`config.mk`:
```
export PLATFORM = sky130hd
export DESIGN_NAME = lz4bd_ram
export DESIGN_NICKNAME = d
export VERILOG_FILES = /design/src/rtl/core/lz4bd_ram.sv
export SDC_FILE = /design/constraint.sdc
export NUM_CORES = 2
export LEC_CHECK = 0
export BUFFER_PORTS_ARGS = -buffer_cell sky130_fd_sc_hd__buf_2
export CAP_MARGIN = 10
export CORE_MARGIN = 2
export CORE_UTILIZATION = 40
export DETAILED_ROUTE_END_ITERATION = 8
export GPL_TIMING_DRIVEN = 1
export PLACE_DENSITY = 0.56
export SYNTH_ARGS = -nofsm -noshare
export SYNTH_HDL_FRONTEND = slang
export SYNTH_SLANG_ARGS = --single-unit
```
`constraint.sdc`:
```
create_clock -name clk -period 4.1 [get_ports clk]
set_input_delay 0.205 -clock clk [delete_from_list [all_inputs] [get_ports clk]]
set_output_delay 0.205 -clock clk [all_outputs]
set_load 0.02 [all_outputs]
```
`src/rtl/core/lz4bd_ram.sv`:
```
// Generic single-port-write, single-port-read RAM with registered read data.
// No dependencies.
module lz4bd_ram #(
  parameter int WIDTH = 8,
  parameter int DEPTH = 256
) (
  input  logic                     clk,
  input  logic                     we,
  input  logic [$clog2(DEPTH)-1:0] waddr,
  input  logic [WIDTH-1:0]         wdata,
  input  logic                     re,
  input  logic [$clog2(DEPTH)-1:0] raddr,
  output logic [WIDTH-1:0]         rdata
);
  logic [WIDTH-1:0] mem [DEPTH];

  always_ff @(posedge clk) begin
    if (we) mem[waddr] <= wdata;
    if (re) rdata <= mem[raddr];
  end
endmodule

```
== Word-level counts from Yosys, hierarchy flattened ==
Memories as Yosys holds them, arrays and structs flattened. A register that Yosys moved wholly into a read port is not among the register bits.
Cells that the tools add are included.
Storage, ports and cells
  bits in registers: 0
  memory bits (writable): 2048
  bits of input ports: 27
  output and inout port bits: 8
  memories kept: 1
Operators by class
  mux-type cells: 2
Memory list
  mem: depth 256, width 8, read ports 1, clocked after Yosys merged registers in 1, wr ports 1, line 15  | logic [WIDTH-1:0] mem [DEPTH];
Operator list (count)
  $mux W1: 2

== Longest topological paths before layout ==
  depth in word-level cells: 2
  gate-level depth with buffers: 11
  mapped depth without buffers: 6

== Worst setup path before layout ==
Ideal clock, no wire load.
  kind: input port to flip-flop
  start: in raddr[0]
  end: reg rdata[2], read port of mem, data pin
  library setup time: 0.269 ns
  arrival: 2.012 ns
  required time: 3.831 ns
  slack: 1.819 ns
  stages on the path: 9
  path through: buf_6 buf_12 buf_8 buf_2 mux4_2 a22oi_1 a21oi_1 nor4_1 nor4_2
RTL lines
  start, declared: line 12  | input logic [$clog2(DEPTH)-1:0] raddr,
  end, declared: line 13  | output logic [WIDTH-1:0] rdata

==> results.md <==
- The setup slack of the worst register-to-register path is ~1300 ps.
- The data required time at the worst endpoint is 4750 ps.
- Derived from the worst setup path, the maximum achievable clock frequency is around 0.34 GHz.
- For the pin with the worst max-slew slack, the measured transition is 1300 ps.
- The number of vias per cell is approximately 5.8.
- The element type at the critical path end is a flip-flop.
- Along the worst path, the maximum fanout reaches 10.
- From synthesis to final layout, the design area changed by 13.0%.
- The clock-pin slew on the worst setup and hold paths is 60 ps.
- Pin placement for this block handled 35 I/O pins.
- Port buffering added 34 buffers.
- The instance area at placement is about 0.084 sq mm.
- The post-synthesis net count is about 3.8k.
- The total overflow left after global routing is 0.
- The count of clock tree sinks is between 2k and 2.5k.
- The distinct cell type count after synthesis is 54.
- The register area share after synthesis is 0.775.
- The multi-input combinational cell area is 0.0165 sq mm.
- The analysis attributes to cell leakage a power of about 28 nW.
- The final estimated routing congestion in global placement is between 0.8 and 0.9.
- The post-layout net count is 3966.
- The routed design has a little over 200000 um of wire.
- In the routed design, unresolved DRC markers number 0.
- The setup violation total in the final timing report is 0.
- Clock tree synthesis inserted a total of approximately 200 buffers.
- The fraction of the core area covered by cells at the end of the flow is 0.455.
- The initial core utilization is 0.403.
- The layout has 16.5k filler cells.
- Across every metal layer, demand over resource in global routing totals 0.201.
- The source of the critical timing path is raddr[2].
- The via count is roughly 40k.
- The floorplan has between 150 and 200 rows.
- Counting along the longest clock path gives a buffer depth of 3.
- The max-cap check violation count is 0.
- The beginning of the worst register-to-register path is mem[77][7].
- The most common cell after layout, fill and taps aside is sky130_fd_sc_hd__edfxtp_1.
- The number of DRC violations after detailed-routing iteration 0 is around 4.7k.
- The remaining number of nets flagged by the antenna check after routing is 0.
- The tree is rooted in a sky130_fd_sc_hd__clkbuf_16.
- The largest vdd supply drop is around 0.44 mV.
- In this run the tightest slew margin relative to its limit is 0.123.
- The total number of H-tree levels is 4.
- The main flop type after synthesis is sky130_fd_sc_hd__edfxtp_1.
- In this run the most critical hold path is launched from waddr[1].
- The final design instance area without fill is around 0.090 sq mm.
- STA puts the critical path data arrival time at approximately 3600 ps.
- After routing, the total negative slack on setup checks comes to 0 ps.
- The buffers inserted during post-CTS setup optimization is 0.
- The clock tree from TritonCTS is yes.
- In the finished design, the share of the clock period the worst path needs comes to 0.711.
- The number of antenna violations at the first check in global routing is 12.
- The final critical path time including I/O delays and setup is slightly below 3000 ps.
- The source-to-sink clock delay at the later pin of the worst-skew pair is 820 ps.
- The region available for standard cell placement spans 0.198 sq mm.
- STA classifies the critical path startpoint as an input pin.
- The first TritonRoute pass finished after 7 iterations.
- After detailed routing, the average wire length per cell comes to roughly 30 um.
- In the final layout, flip-flops and latches occupy 0.0617 sq mm.
- The combined area of all synthesized cells is about 0.080 sq mm.
- The global-route wire length before repair is 294000 um.
- Yosys mapped a number of flops with a built-in enable equal to roughly 2.1k.
- Entering global routing, the biggest net connects 140 pins.
- The die is roughly 450 um wide.
- The power density of the placed cells is approximately 480 mW/mm^2.
- The run finished with clean final reports.
- After technology mapping, the gate count stands at 3733.
- The final max-slew violation count came to 0.
- The top cell types in the final layout, fill and taps aside, are sky130_fd_sc_hd__edfxtp_1, sky130_fd_sc_hd__mux4_2, sky130_fd_sc_hd__nor2_1.
- The clock tree skew after final layout is 38.5 ps.
- After synthesis the netlist holds a flip-flop and latch count of approximately 2.1k.
- For this run, the number of Yosys warnings is 0.
- The number of global-route vias before repair came to ~39k.
- The die covers between 0.2 and 0.25 sq mm.
- Setup repair after global routing left no endpoint under its margin.
- The count of endpoints failing hold in the final timing report is 0.
- The tightest min-delay check is of the in -> reg type.
- In the final layout, the share of cells above drive strength 1 is 0.237.
- The average cell area after synthesis is roughly 21 sq um.
- The setup path with the least slack is of type in -> reg.
- After legalization and detailed placement, the total HPWL measured about 130000 um.
- For this run, asynchronously set or reset flops after synthesis account for 0.
- The die is around 450 um tall.
- The worst hold margin is 121 ps.
[logic make-up (layout without fill, tap and decap cells)]
kind of cell / Yosys count / count (layout) / share of synthesized area
compound gates: 385 / 385 / 0.0342
buf+inv: 235 / 611 / 0.0183
flops: 2056 / 2056 / 0.775
mux: 591 / 591 / 0.146
other cells: 0 / 3 / 0
simple gates: 466 / 466 / 0.0263
[worst max-delay path: stages]
cell	delay, ps
sky130_fd_sc_hd__buf_4	260
sky130_fd_sc_hd__clkinv_1	340
sky130_fd_sc_hd__buf_4	260
sky130_fd_sc_hd__buf_4	220
sky130_fd_sc_hd__nand2_1	380
sky130_fd_sc_hd__o22ai_1	210
sky130_fd_sc_hd__nor3_1	1010
sky130_fd_sc_hd__nor4_1	170
sky130_fd_sc_hd__buf_4	200
sky130_fd_sc_hd__nor4_2	250
[power by group]
part	total, mW	switching [mW]	internal (mW)
registers	23.2	0.0256	23.2
logic	2.18	1.43	0.754
clock network	17.7	7.90	9.80
total	43.1	9.35	33.7
[path summary, 6_finish.rpt]
check / cells past startpoint / endpoint
min reg2reg: 5 / rdata[6]
max: 10 / rdata[2]
min: 3 / mem[211][0]
max reg2reg: 6 / rdata[7]
[metal layers]
layer	up-vias	share of wire	GRT usage
li1	16100	-	-
met1	21100	0.43	0.290
met2	1360	0.48	0.322
met3	270	0.068	0.0334
met4	2	0.022	0.0477
met5	-	0.000063	0
[area by class of cell]
class                   count  share of cell area
flip-flops and latches   2056               0.686
clock buffers             261              0.0600
inverters                   2           0.0000834
clock inverters           115             0.00931
repair buffers            233              0.0244
multi-input cells        1442               0.183
diodes                      3           0.0000834
well taps                2640              0.0367
[state kept, by name, indices dropped and copies added (netlist names)]
name	flops
mem	2048
rdata	8
[cell usage after synthesis, types with 2 or more instances]
cell type	number	area [sq um]
sky130_fd_sc_hd__edfxtp_1	2056	61700
sky130_fd_sc_hd__mux4_2	454	10200
sky130_fd_sc_hd__nor2_1	282	1060
sky130_fd_sc_hd__mux2i_1	134	1340
sky130_fd_sc_hd__a22oi_1	133	998
sky130_fd_sc_hd__clkbuf_1	111	417
sky130_fd_sc_hd__a21oi_1	96	480
sky130_fd_sc_hd__o221ai_1	46	403
sky130_fd_sc_hd__nand3_1	34	170
sky130_fd_sc_hd__nand2_1	33	124
sky130_fd_sc_hd__buf_2	31	155
sky130_fd_sc_hd__nor2b_1	31	194
sky130_fd_sc_hd__o22ai_1	28	175
sky130_fd_sc_hd__buf_4	27	203
sky130_fd_sc_hd__nor4_1	24	150
sky130_fd_sc_hd__buf_1	22	82.6
sky130_fd_sc_hd__nor3_1	22	110
sky130_fd_sc_hd__buf_6	21	236
sky130_fd_sc_hd__a211oi_1	16	120
sky130_fd_sc_hd__a221oi_1	13	114
sky130_fd_sc_hd__buf_8	13	195
sky130_fd_sc_hd__nand4_1	10	62.6
sky130_fd_sc_hd__o211ai_1	10	75.1
sky130_fd_sc_hd__o21ai_0	10	50.1
sky130_fd_sc_hd__a22o_1	8	70.1
sky130_fd_sc_hd__buf_12	8	160
sky130_fd_sc_hd__nand2b_1	8	50.1
sky130_fd_sc_hd__and2_1	6	37.5
sky130_fd_sc_hd__o22a_1	5	43.8
sky130_fd_sc_hd__o32ai_1	4	35.0
sky130_fd_sc_hd__or2_2	4	25.0
sky130_fd_sc_hd__nor4_2	3	37.5
sky130_fd_sc_hd__a2111oi_0	2	17.5
sky130_fd_sc_hd__a2111oi_1	2	20.0
sky130_fd_sc_hd__a311oi_1	2	17.5
sky130_fd_sc_hd__a31oi_1	2	12.5
sky130_fd_sc_hd__and3b_1	2	17.5
sky130_fd_sc_hd__mux4_1	2	52.6
sky130_fd_sc_hd__nand3b_1	2	15.0
sky130_fd_sc_hd__o21ai_1	2	10.0
[what timing repair did]
action,4_1_cts,5_1_grt
hold buffers,9,0
gates resized for setup,0,0
hold endpoints to repair,486,0
[metrics by stage]
| step | cells | power [mW] | setup WS, ps |
|---|---|---|---|
| CTS | 6749 | 43.4 | 1270 |
| detailed placement | 6364 | 25.8 | 411 |
| global placement | 6364 | 25.8 | 429 |
| finish | 6752 | 43.1 | 1180 |
| global route | 6750 | 44.3 | 1040 |
| floorplan | 3733 | 24.8 | 1820 |
Power figures use the tool's default switching activity.
